`src/hdl/cbfs_pkg.sv`:
```
`timescale 1ns / 1ps

package cbfs_pkg;

   localparam int STAGE_SLOTS = 4;
   localparam int FIELD_W     = 5;
   localparam int RATE_W      = 32;
   localparam int KIND_W      = 2;
   localparam int WIDTH_W     = 4;
   localparam int OFFSET_W    = 8;
   localparam int STEP_W      = $clog2(STAGE_SLOTS);
   localparam int CNT_W       = $clog2(RATE_W);
   localparam int CSR_INDEX_W = 3;
   localparam int CSR_DATA_W  = 16;

   localparam logic [KIND_W-1:0] KIND_UNITY  = 2'd0;
   localparam logic [KIND_W-1:0] KIND_FIXED  = 2'd1;
   localparam logic [KIND_W-1:0] KIND_LINEAR = 2'd2;
   localparam logic [KIND_W-1:0] KIND_POW2   = 2'd3;

   localparam logic [CSR_INDEX_W-1:0] CSR_KINDS   = 3'd0;
   localparam logic [CSR_INDEX_W-1:0] CSR_WIDTHS  = 3'd1;
   localparam logic [CSR_INDEX_W-1:0] CSR_OFFSET0 = 3'd2;
   localparam logic [CSR_INDEX_W-1:0] CSR_OFFSET1 = 3'd3;
   localparam logic [CSR_INDEX_W-1:0] CSR_OFFSET2 = 3'd4;
   localparam logic [CSR_INDEX_W-1:0] CSR_OFFSET3 = 3'd5;

   typedef logic [FIELD_W-1:0] field_type;
   typedef logic [RATE_W-1:0]  rate_type;

   typedef struct packed {
      logic [KIND_W-1:0]   kind;
      logic [OFFSET_W-1:0] offset;
   } stage_cfg_type;

   function automatic field_type field_max(input logic [WIDTH_W-1:0] width);
      logic [WIDTH_W-1:0] sat;
      logic [FIELD_W:0]   span;
      sat  = (width > WIDTH_W'(FIELD_W)) ? WIDTH_W'(FIELD_W) : width;
      span = (FIELD_W+1)'(1) << sat;
      return field_type'(span - (FIELD_W+1)'(1));
   endfunction

endpackage

```
`src/hdl/cbfs_factor.sv`:
```
`timescale 1ns / 1ps

module cbfs_factor import cbfs_pkg::*; (
   input  stage_cfg_type cfg,
   input  field_type     value,
   output rate_type      divisor
);

   always_comb begin
      unique case (cfg.kind)
         KIND_UNITY: begin
            divisor = rate_type'(1);
         end
         KIND_FIXED: begin
            divisor = rate_type'(cfg.offset);
         end
         KIND_LINEAR: begin
            divisor = rate_type'(value) + rate_type'(cfg.offset) + rate_type'(1);
         end
         KIND_POW2: begin
            divisor = (rate_type'(1) << value) + rate_type'(cfg.offset);
         end
         default: begin
            divisor = rate_type'(1);
         end
      endcase
   end

endmodule

```
`src/hdl/cbfs_divider.sv`:
```
`timescale 1ns / 1ps

module cbfs_divider import cbfs_pkg::*; (
   input  logic     clock,
   input  logic     reset,
   input  logic     start,
   input  rate_type dividend,
   input  rate_type divisor,
   output logic     done,
   output rate_type quotient
);

   logic             run_ff, run_in;
   logic             done_ff, done_in;
   logic [CNT_W-1:0] cnt_ff, cnt_in;
   rate_type         rem_ff, rem_in;
   rate_type         quo_ff, quo_in;
   rate_type         div_ff, div_in;
   logic [RATE_W:0]  trial;
   logic [RATE_W:0]  diff;
   logic             fits;

   assign trial = {rem_ff, quo_ff[RATE_W-1]};
   assign diff  = trial - {1'b0, div_ff};
   assign fits  = (trial >= {1'b0, div_ff});

   always_comb begin
      run_in  = run_ff;
      done_in = 1'b0;
      cnt_in  = cnt_ff;
      rem_in  = rem_ff;
      quo_in  = quo_ff;
      div_in  = div_ff;
      if (start) begin
         run_in = 1'b1;
         cnt_in = '0;
         rem_in = '0;
         quo_in = dividend;
         div_in = divisor;
      end else if (run_ff) begin
         rem_in = fits ? diff[RATE_W-1:0] : trial[RATE_W-1:0];
         quo_in = {quo_ff[RATE_W-2:0], fits};
         cnt_in = cnt_ff + CNT_W'(1);
         if (cnt_ff == CNT_W'(RATE_W - 1)) begin
            run_in  = 1'b0;
            done_in = 1'b1;
         end
      end
   end

   always_ff @(posedge clock) begin
      if (reset) begin
         run_ff  <= 1'b0;
         done_ff <= 1'b0;
         cnt_ff  <= '0;
      end else begin
         run_ff  <= run_in;
         done_ff <= done_in;
         cnt_ff  <= cnt_in;
      end
   end

   always_ff @(posedge clock) begin
      rem_ff <= rem_in;
      quo_ff <= quo_in;
      div_ff <= div_in;
   end

   assign done     = done_ff;
   assign quotient = quo_ff;

endmodule

```
`src/hdl/clock_divider_best_fit_search_unit.sv`:
```
// Each candidate takes 4 steps on the shared 32x32 multiplier, one per stage; one whose
// divisor is zero or at least 2^32 skips the radix-2 divider, and every other one uses it.
// There are 2^(w0+w1+w2+w3) candidates, widths capped at 5 (at most 2^20), then a report.
// One request at a time; start is ignored and busy stays high until the result strobe.
// The result strobe lasts one cycle and cannot be held off by the receiver.
// Reset is synchronous: it clears the sequencer, the divider control and the configuration.
`timescale 1ns / 1ps

module clock_divider_best_fit_search_unit import cbfs_pkg::*; (
   input  logic                   clock,
   input  logic                   reset,
   input  logic                   start,
   output logic                   busy,
   input  logic [RATE_W-1:0]      req_target_rate,
   input  logic [RATE_W-1:0]      req_parent_rate,
   output logic                   rsp_valid,
   output logic [RATE_W-1:0]      rsp_fit_rate,
   output logic                   rsp_found,
   output logic [FIELD_W-1:0]     rsp_field0_value,
   output logic [FIELD_W-1:0]     rsp_field1_value,
   output logic [FIELD_W-1:0]     rsp_field2_value,
   output logic [FIELD_W-1:0]     rsp_field3_value,
   input  logic                   csr_we,
   input  logic [CSR_INDEX_W-1:0] csr_index,
   input  logic [CSR_DATA_W-1:0]  csr_wdata
);

   localparam logic [1:0] S_IDLE   = 2'd0;
   localparam logic [1:0] S_PROD   = 2'd1;
   localparam logic [1:0] S_DIV    = 2'd2;
   localparam logic [1:0] S_FINISH = 2'd3;

   localparam logic [STEP_W-1:0] STEP_LAST = STEP_W'(STAGE_SLOTS - 1);

   logic [KIND_W*STAGE_SLOTS-1:0]  kinds_ff;
   logic [WIDTH_W*STAGE_SLOTS-1:0] widths_ff;
   logic [OFFSET_W-1:0]            offsets_ff [STAGE_SLOTS];

   logic [1:0]        state_ff, state_in;
   logic [STEP_W-1:0] step_ff, step_in;
   rate_type          prod_ff, prod_in;
   logic              zero_ff, zero_in;
   logic              big_ff, big_in;
   rate_type          target_ff, target_in;
   rate_type          parent_ff, parent_in;
   rate_type          best_ff, best_in;
   field_type         vals_ff [STAGE_SLOTS];
   field_type         vals_in [STAGE_SLOTS];
   field_type         picks_ff [STAGE_SLOTS];
   field_type         picks_in [STAGE_SLOTS];
   logic              rsp_valid_ff, rsp_valid_in;
   rate_type          rsp_best_ff;
   field_type         rsp_picks_ff [STAGE_SLOTS];

   field_type           vals_max [STAGE_SLOTS];
   field_type           vals_next [STAGE_SLOTS];
   logic [STAGE_SLOTS:0] carry;
   logic                advance;

   stage_cfg_type        stage_cfg;
   rate_type             factor;
   logic [2*RATE_W-1:0]  mul_full;
   logic                 div_start;
   logic                 div_done;
   rate_type             quotient;

   always_ff @(posedge clock) begin
      if (reset) begin
         kinds_ff  <= '0;
         widths_ff <= '0;
         for (int s = 0; s < STAGE_SLOTS; s++) begin
            offsets_ff[s] <= '0;
         end
      end else if (csr_we) begin
         unique case (csr_index)
            CSR_KINDS:   kinds_ff      <= csr_wdata[KIND_W*STAGE_SLOTS-1:0];
            CSR_WIDTHS:  widths_ff     <= csr_wdata[WIDTH_W*STAGE_SLOTS-1:0];
            CSR_OFFSET0: offsets_ff[0] <= csr_wdata[OFFSET_W-1:0];
            CSR_OFFSET1: offsets_ff[1] <= csr_wdata[OFFSET_W-1:0];
            CSR_OFFSET2: offsets_ff[2] <= csr_wdata[OFFSET_W-1:0];
            CSR_OFFSET3: offsets_ff[3] <= csr_wdata[OFFSET_W-1:0];
            default: begin
            end
         endcase
      end
   end

   assign stage_cfg.kind   = kinds_ff[{step_ff, 1'b0} +: KIND_W];
   assign stage_cfg.offset = offsets_ff[step_ff];

   cbfs_factor u_factor (
      .cfg     (stage_cfg),
      .value   (vals_ff[step_ff]),
      .divisor (factor)
   );

   assign mul_full = (2*RATE_W)'(prod_ff) * (2*RATE_W)'(factor);

   cbfs_divider u_divider (
      .clock    (clock),
      .reset    (reset),
      .start    (div_start),
      .dividend (parent_ff),
      .divisor  (mul_full[RATE_W-1:0]),
      .done     (div_done),
      .quotient (quotient)
   );

   always_comb begin
      carry[0] = 1'b1;
      for (int s = 0; s < STAGE_SLOTS; s++) begin
         vals_max[s]  = field_max(widths_ff[WIDTH_W*s +: WIDTH_W]);
         vals_next[s] = vals_ff[s];
         if (carry[s]) begin
            vals_next[s] = (vals_ff[s] == vals_max[s]) ? '0 : vals_ff[s] + FIELD_W'(1);
         end
         carry[s+1] = carry[s] & (vals_ff[s] == vals_max[s]);
      end
   end

   always_comb begin
      state_in     = state_ff;
      step_in      = step_ff;
      prod_in      = prod_ff;
      zero_in      = zero_ff;
      big_in       = big_ff;
      target_in    = target_ff;
      parent_in    = parent_ff;
      best_in      = best_ff;
      vals_in      = vals_ff;
      picks_in     = picks_ff;
      rsp_valid_in = 1'b0;
      div_start    = 1'b0;
      advance      = 1'b0;
      unique case (state_ff)
         S_IDLE: begin
            if (start) begin
               target_in = req_target_rate;
               parent_in = req_parent_rate;
               best_in   = '0;
               for (int s = 0; s < STAGE_SLOTS; s++) begin
                  vals_in[s]  = '0;
                  picks_in[s] = '0;
               end
               prod_in  = rate_type'(1);
               zero_in  = 1'b0;
               big_in   = 1'b0;
               step_in  = '0;
               state_in = S_PROD;
            end
         end
         S_PROD: begin
            prod_in = mul_full[RATE_W-1:0];
            big_in  = big_ff | (mul_full[2*RATE_W-1:RATE_W] != '0);
            zero_in = zero_ff | (factor == '0);
            step_in = step_ff + STEP_W'(1);
            if (step_ff == STEP_LAST) begin
               if (zero_in || big_in) begin
                  advance = 1'b1;
               end else begin
                  div_start = 1'b1;
                  state_in  = S_DIV;
               end
            end
         end
         S_DIV: begin
            if (div_done) begin
               if ((quotient <= target_ff) && (quotient > best_ff)) begin
                  best_in  = quotient;
                  picks_in = vals_ff;
               end
               advance = 1'b1;
            end
         end
         S_FINISH: begin
            rsp_valid_in = 1'b1;
            state_in     = S_IDLE;
         end
         default: begin
            state_in = S_IDLE;
         end
      endcase
      if (advance) begin
         if (carry[STAGE_SLOTS]) begin
            state_in = S_FINISH;
         end else begin
            vals_in  = vals_next;
            prod_in  = rate_type'(1);
            zero_in  = 1'b0;
            big_in   = 1'b0;
            step_in  = '0;
            state_in = S_PROD;
         end
      end
   end

   always_ff @(posedge clock) begin
      if (reset) begin
         state_ff     <= S_IDLE;
         step_ff      <= '0;
         rsp_valid_ff <= 1'b0;
      end else begin
         state_ff     <= state_in;
         step_ff      <= step_in;
         rsp_valid_ff <= rsp_valid_in;
      end
   end

   always_ff @(posedge clock) begin
      prod_ff   <= prod_in;
      zero_ff   <= zero_in;
      big_ff    <= big_in;
      target_ff <= target_in;
      parent_ff <= parent_in;
      best_ff   <= best_in;
      vals_ff   <= vals_in;
      picks_ff  <= picks_in;
      if (rsp_valid_in) begin
         rsp_best_ff  <= best_ff;
         rsp_picks_ff <= picks_ff;
      end
   end

   assign busy             = (state_ff != S_IDLE);
   assign rsp_valid        = rsp_valid_ff;
   assign rsp_fit_rate     = rsp_best_ff;
   assign rsp_found        = (rsp_best_ff != '0);
   assign rsp_field0_value = rsp_picks_ff[0];
   assign rsp_field1_value = rsp_picks_ff[1];
   assign rsp_field2_value = rsp_picks_ff[2];
   assign rsp_field3_value = rsp_picks_ff[3];

endmodule

```
`config.mk`:
```
export PLATFORM = sky130hd
export DESIGN_NAME = clock_divider_best_fit_search_unit
export DESIGN_NICKNAME = d
export VERILOG_FILES = /design/src/hdl/cbfs_pkg.sv /design/src/hdl/cbfs_factor.sv /design/src/hdl/cbfs_divider.sv /design/src/hdl/clock_divider_best_fit_search_unit.sv
export SDC_FILE = /design/constraint.sdc
export NUM_CORES = 2
export LEC_CHECK = 0
export BUFFER_PORTS_ARGS = -buffer_cell sky130_fd_sc_hd__buf_4
export CAP_MARGIN = 0
export CORE_MARGIN = 3
export CORE_UTILIZATION = 25
export CTS_CLUSTER_DIAMETER = 150
export CTS_CLUSTER_SIZE = 8
export DETAILED_ROUTE_END_ITERATION = 10
export GPL_TIMING_DRIVEN = 1
export SLEW_MARGIN = 40
export SYNTH_ARGS = -nofsm -noshare
export SYNTH_HDL_FRONTEND = slang
export SYNTH_HIERARCHICAL = 1
export SYNTH_SLANG_ARGS = --single-unit
```
`constraint.sdc`:
```
create_clock -name clock -period 19.3 [get_ports clock]
set_clock_uncertainty 0.1 [all_clocks]
set_input_delay 3.86 -clock clock [delete_from_list [all_inputs] [get_ports clock]]
set_output_delay 3.86 -clock clock [all_outputs]
set_load 0.02 [all_outputs]
```
### After elaboration in Yosys (flattened, before gate mapping)

Memories as Yosys holds them, arrays and structs flattened. A register that Yosys moved wholly into a read port is not among the register bits.
Cells that the tools add are included.

* register bits: 354
* memory bits (writable): 32
* output and inout bits: 55
* word-level logic and storage cells: 203
* memories kept: 1

* add/subtract/negate cells: 14
* multiply operators: 1
* magnitude comparators: 8
* equality and inequality tests: 26
* shift operators: 6
* multiplexer cells: 87
* bitwise operators: 11
* reduce and logical (&&, ||, !) cells: 19

Memories
* offsets_ff: depth 4, bits a word 8, rd ports 1, clocked after memory_dff 1, wr ports 4, RTL line clock_divider_best_fit_search_unit.sv:37 `logic [OFFSET_W-1:0] offsets_ff [STAGE_SLOTS];`

Operator list (count)
* 2-to-1 mux 32 bit: 9
* 2-to-1 mux 20 bit: 7
* one-hot mux 32 bit (2 select lines): 2
* one-hot mux 32 bit (4 select lines): 1
* multiplier 32 x 32 -> 64 bit: 1
* nonzero test 32 bit: 2
* 2-to-1 mux 5 bit: 9
* one-hot mux 20 bit (2 select lines): 1
* 2-to-1 mux 1 bit: 35
* greater-or-equal comparator 33 x 32 -> 1 bit: 1
* adder 32 x 1 -> 32 bit, second input constant: 1
* adder 32 x 8 -> 32 bit: 1
* > comparator 32 bit: 1
* <= comparator 32 bit: 1
* zero test 32 bit: 1
* 2-to-1 mux 8 bit: 4
* << shifter 1 x 5 -> 32 bit, first input constant: 1
* subtractor 32 bit: 1
* adder 5 x 1 -> 5 bit, second input constant: 5
* equality test 5 bit: 4
* << shifter 1 x 4 -> 5 bit, first input constant: 4
* subtractor 5 x 1 -> 5 bit, second input constant: 4
* 2-to-1 mux 2 bit: 9
* != test 3 bit, second input constant: 6
* 32 further kinds: 61

### Depth between registers and ports, before layout

* depth after elaboration: 16
* depth in mapped cells: 51

### Modules after synthesis

The synthesis kept the hierarchy.

Modules (own cells, without submodules)
* clock_divider_best_fit_search_unit: times used 1, cells an instance 4737, area each 46195.6 µm², sequential area each 7817.5 µm²
* cbfs_divider: times used 1, cells an instance 576, area each 5973.2 µm², sequential area each 2702.6 µm²
* cbfs_factor: times used 1, cells an instance 172, area each 1151.1 µm², sequential area each 0.0 µm²

### Worst setup path after synthesis

OpenSTA, ideal clock, no wires.

* path kind: reg-to-reg
* start: register step_ff[0]
* end: register u_divider.quo_ff[0] (netlist: u_divider/quotient[0]), enable pin
* arrival time: 13.127 ns
* data required time: 18.813 ns
* setup slack: 5.686 ns
* stages on the path, launching flop included: 47
* cells stage by stage: dfxtp_1 -> clkbuf_1 -> buf_1 -> mux4_2 -> ha_1 -> fa_1 -> a21o_1 -> a21oi_2 -> xnor2_2 -> and3_4 -> nand2_1 -> o21ai_1 -> o211a_1 -> clkbuf_1 -> nand2_1 -> fa_1 -> inv_1 -> fa_1 -> (+11 left out) -> inv_1 -> ha_1 -> clkbuf_2 -> nand2_1 -> nor2_1 -> nand2_1 -> o31ai_4 -> nor2_4 -> o31ai_2 -> mux2_4 -> or4_1 -> or3_1 -> nor3_2 -> and2_1 -> clkbuf_1 -> nor2_1 -> clkbuf_1 -> inv_1

* longest elaborated chain between the ends: 15
* elaborated cells between the ends (all ways): 25
* classes of those cells: add/sub (3); mul (1); eq/ne (4); shift (2); mux (7); bitwise (3); reduce/logical (5)

Ends and longest elaborated chain
* start, declared: RTL line clock_divider_best_fit_search_unit.sv:40 `logic [STEP_W-1:0] step_ff, step_in;`
* start signal, assigned: RTL line clock_divider_best_fit_search_unit.sv:204 `step_ff <= step_in;`
* inverter 2 -> 3 bit (not written as such): RTL line clock_divider_best_fit_search_unit.sv:93 `.value (vals_ff[step_ff]),`
* binary-select mux 5 bit (select 2 bit): RTL line clock_divider_best_fit_search_unit.sv:93
* 2-to-1 mux 5 bit (not written as such) (2 in series): RTL line clock_divider_best_fit_search_unit.sv:93
* adder 5 x 8 -> 9 bit / << shifter 1 x 5 -> 32 bit (equally long branches): RTL line cbfs_factor.sv:18, cbfs_factor.sv:21
* adder 32 x 1 -> 32 bit / adder 32 x 8 -> 32 bit (equally long branches): RTL line cbfs_factor.sv:18, cbfs_factor.sv:21
* one-hot mux 32 bit (4 select lines) *: RTL line cbfs_factor.sv:10 `unique case (cfg.kind)`
* via factor[8]: RTL line clock_divider_best_fit_search_unit.sv:61 `rate_type factor;`
* multiplier 32 x 32 -> 64 bit: RTL line clock_divider_best_fit_search_unit.sv:97 `assign mul_full = (2*RATE_W)'(prod_ff) * (2*RATE_W)'(factor);`
* nonzero test 32 bit: RTL line clock_divider_best_fit_search_unit.sv:154 `big_in = big_ff | (mul_full[2*RATE_W-1:RATE_W] != '0);`
* OR 1 bit: RTL line clock_divider_best_fit_search_unit.sv:154
* logical OR 1 bit *: RTL line clock_divider_best_fit_search_unit.sv:158 `if (zero_in || big_in) begin`
* 2-to-1 mux 1 bit *: RTL line clock_divider_best_fit_search_unit.sv:158
* 2-to-1 mux 1 bit *: RTL line clock_divider_best_fit_search_unit.sv:157 `if (step_ff == STEP_LAST) begin`
* 2-to-1 mux 1 bit *: RTL line clock_divider_best_fit_search_unit.sv:135 `unique case (state_ff)`
* via div_start: RTL line clock_divider_best_fit_search_unit.sv:63 `logic div_start;`
* nonzero test 2 bit (no source line) *
* end signal, assigned: RTL line cbfs_divider.sv:65 `quo_ff <= quo_in;`
* end, declared: RTL line cbfs_divider.sv:17 `rate_type quo_ff, quo_in;`

Mark *: on every way through the listed nets, which the timed path passes. The rest lies on a longest branch. The select of a mux whose other input is x is not followed.
A chain may end at the register's enable or synchronous reset.

### Worst setup path in the final report

* start: register step_ff[1]
* end: register u_divider.rem_ff[1]

* longest elaborated chain between the ends: 14
* elaborated cells between the ends (all ways): 24
* classes of those cells: add/sub (3); mul (1); eq/ne (4); shift (2); mux (7); bitwise (3); reduce/logical (4)

Ends and longest elaborated chain
* inverter 2 -> 3 bit (not written as such): RTL line clock_divider_best_fit_search_unit.sv:93
* binary-select mux 5 bit (select 2 bit): RTL line clock_divider_best_fit_search_unit.sv:93
* 2-to-1 mux 5 bit (not written as such) (2 in series): RTL line clock_divider_best_fit_search_unit.sv:93
* adder 5 x 8 -> 9 bit / << shifter 1 x 5 -> 32 bit (equally long branches): RTL line cbfs_factor.sv:18, cbfs_factor.sv:21
* adder 32 x 1 -> 32 bit / adder 32 x 8 -> 32 bit (equally long branches): RTL line cbfs_factor.sv:18, cbfs_factor.sv:21
* one-hot mux 32 bit (4 select lines) *: RTL line cbfs_factor.sv:10
* via factor[8]: RTL line clock_divider_best_fit_search_unit.sv:61
* multiplier 32 x 32 -> 64 bit: RTL line clock_divider_best_fit_search_unit.sv:97
* nonzero test 32 bit: RTL line clock_divider_best_fit_search_unit.sv:154
* OR 1 bit: RTL line clock_divider_best_fit_search_unit.sv:154
* logical OR 1 bit *: RTL line clock_divider_best_fit_search_unit.sv:158
* 2-to-1 mux 1 bit *: RTL line clock_divider_best_fit_search_unit.sv:158
* 2-to-1 mux 1 bit *: RTL line clock_divider_best_fit_search_unit.sv:157
* 2-to-1 mux 1 bit *: RTL line clock_divider_best_fit_search_unit.sv:135
* via div_start: RTL line clock_divider_best_fit_search_unit.sv:63
* end signal, assigned: RTL line cbfs_divider.sv:64 `rem_ff <= rem_in;`
* end, declared: RTL line cbfs_divider.sv:16 `rate_type rem_ff, rem_in;`

Marks and branches as above.

==> reports/metrics.cfg <==
[status]
status = completed

[layout]
final_common_cell = fa_1
nFillCells = 22000
multiInputGateArea_sq_um = 38500
syn_to_final_growth_pct = 10.8
fin_area_sq_um = 59100
nets = 6836
layout_common_cells = fa_1 (899), inv_1 (877), nand2_1 (697)
seqCellArea_sq_um = 10500
drive_gt1_frac = 0.0761

[clock_network]
numCtsBuffers = 54
clock-sinks = 386
cts.clk_slew.worst_paths_ns = 0.05
root_buffer = clkbuf_16
cts_resized = 0
cts_tree = done
clkLatencyLatePin_ns = 0.64
postCtsHoldBufs = 0
cts_max_level = 2
clk_path_buf_depth = 3
cts_setup_buffers = 0

[sta]
tightest_slew_ns = 0.939
fin_tns_setup_ns = 0
finalHoldViolations = 0
max_freq_mhz = 69.5
period_share = 0.745
finalSetupViolCount = 0
fin_crit_ns = 14.39
relSlewSlack = 0.374
finalMaxSlewViolations = 0
grt_setup_unrepaired = false

[placed_design]
io_buffers = 141
placed_area_sq_um = 57500
post-dp-hpwl_microns = 115000
gp_congestion = 0.910

[setup_path]
critPathCaptureType = flop
worstPathRequired_ns = 19.71
cp_max_fo = 72
worst_r2r_path_depth = 46
arrival_ns = 14.80
slowest_stage = dfxtp_1
crit-reg2reg-launch = step_ff[1]
crit_type = flop to flop
critPathLaunchType = flop
crit_start = step_ff[1]
crit_top_cell = fa_1
critPathMaxStageDelay_ns = 0.84

[pwr]
pwr_density_cell_nw_per_um2 = 49.4
ir_worst_vdd_v = 0.0000715
power_leakage_nw = 23.1

[synthesis]
synth_cell_types = 111
syn_inst = 5485
yosysWarnings = 6
synth-edff-count = 279
syn_avg_cell_area_sq_um = 9.72
synth_compound_area_frac = 0.0748
synth_mux_area_frac = 0.0219
synth_fp_nets = 6860
async_flop_share = 0
synth-xor-area-share = 0.0202
synth_ff_type = edfxtp_1
synthSimpleGateAreaFrac = 0.173
synth_fa_ha_area_frac = 0.429
synth.yosys.seq_area_share = 0.197
syn_area_sq_um = 53300
synth_seq_cells = 386
synth_top_family_by_area = adder cells

[drt]
top_layer = met4
drc = 0
ant_nets = 0
wl_met1_microns = 66600
vias = 38700
met2WireLength_microns = 72700
viasPerCell = 4.65
wl_microns = 151000
met3_length_microns = 7330
firstDrtPassIters = 5
drt_iter0_markers = 2351
wire_per_inst_microns = 18.1

[global_routing]
grt_usage = 0.139
grt_max_degree = 73
grt_overflow = 0
antenna_found_initial = 12
grt_pass1_wl_microns = 241000
grt_pass1_vias = 41600

[min_path]
hold_depth = 0
hp-start = picks_ff[12]
hold_class = flop to flop

[flow_run]
cap_viol_max_count = 0

[floorplanning]
initial_core_util = 0.253
num_rows = 168
die_h_microns = 468
coreArea_sq_um = 211000
die_w_microns = 468
dieArea_sq_um = 219000
io_pins = 142

## synth_stat cells (31+ instances only)
master    instances  area, sq um
nor4_1           35          219
a21o_1           40          300
mux2i_1          42          420
nor2_1          179          672
fa_1            899        18000
nor3_1           55          275
and2_1          632         3950
dfxtp_1         107         2140
o21a_1           31          233
ha_1            389         4870
nand4_1          55          344
xor2_1           49          429
nand3_1          46          230
a22oi_1          35          263
xnor2_1          72          631
edfxtp_1        279         8380
inv_1           878         3300
clkbuf_1        260          976
nand2_1         697         2620
o21ai_0          97          485
mux2_2           35          394
a21oi_1         177          886
## sequential cells by signal (all words and copies together) (netlist names), 8 cells and up
signal	cells
u_divider/quotient	32
vals_ff	20
best_ff	32
target_ff	32
parent_ff	32
widths_ff	16
picks_ff	20
offsets_ff	32
u_divider/rem_ff	32
kinds_ff	8
rsp_fit_rate	32
u_divider/div_ff	32
prod_ff	32
## kinds of logic after synthesis
logic type	Yosys count
AND/OR/NAND/NOR	1825
adder cells (fa/ha/maj)	1288
buffers and inverters	1171
AO/OA/AOI/OAI	600
flip-flops	386
XOR/XNOR	122
multiplexers	93
## stage by stage
stage / setup slack, ns / utilization / cells / total power, mW / hold WS (ns)
after floorplan: 5.69 / - / 5485 / 1.75 / 0.300
after global placement: 4.91 / 0.272 / 8209 / 2.02 / 0.304
after detailed placement: 4.97 / 0.273 / 8210 / 2.03 / 0.305
after CTS: 4.93 / 0.280 / 8309 / 2.94 / 0.317
after global routing: 4.14 / 0.280 / 8310 / 3.08 / 0.318
final: 4.91 / 0.280 / 8313 / 2.92 / 0.315
## per-layer routing
metal / vias to the layer above / track usage
li1: 17400 / -
met1: 20000 / 0.187
met2: 1092 / 0.236
met3: 209 / 0.0144
met4: 0 / 0.0370
met5: - / 0
## report_power, final
group / total [mW] / leakage [nW] / switching (mW) / internal, mW
clock network: 0.895 / 0.751 / 0.368 / 0.527
registers: 1.11 / 3.57 / 0.0851 / 1.03
logic: 0.910 / 18.7 / 0.578 / 0.333
total: 2.92 / 23.1 / 1.03 / 1.89
## path summary, 6_finish.rpt
| path | to | slack (ns) |
|---|---|---|
| setup / recovery | u_divider/rem_ff[1] | 4.91 |
| hold / removal | rsp_field1_value[2] | 0.31 |
| setup reg to reg | u_divider/rem_ff[1] | 4.91 |
| hold reg to reg | rsp_field1_value[2] | 0.31 |
## worst max-delay path: cells and delay by family (launching register included)
family / cells / cell delay (ns)
simple gates: 15 / 3.92
compound gates: 7 / 1.54
flops: 1 / 0.84
buf+inv: 10 / 1.47
xor+xnor: 1 / 0.21
mux: 2 / 0.93
fa+ha+maj: 11 / 5.12
## layout make-up
| cell class | count | share of cell area |
|---|---|---|
| inverters | 878 | 0.0558 |
| well taps | 2805 | 0.0594 |
| clock inverters | 4 | 0.00150 |
| diodes | 4 | 0.000169 |
| clock buffers | 95 | 0.0255 |
| flip-flops and latches | 386 | 0.178 |
| multi-input cells | 3928 | 0.652 |
| repair buffers | 213 | 0.0272 |
(Power assumes the default switching activity.)
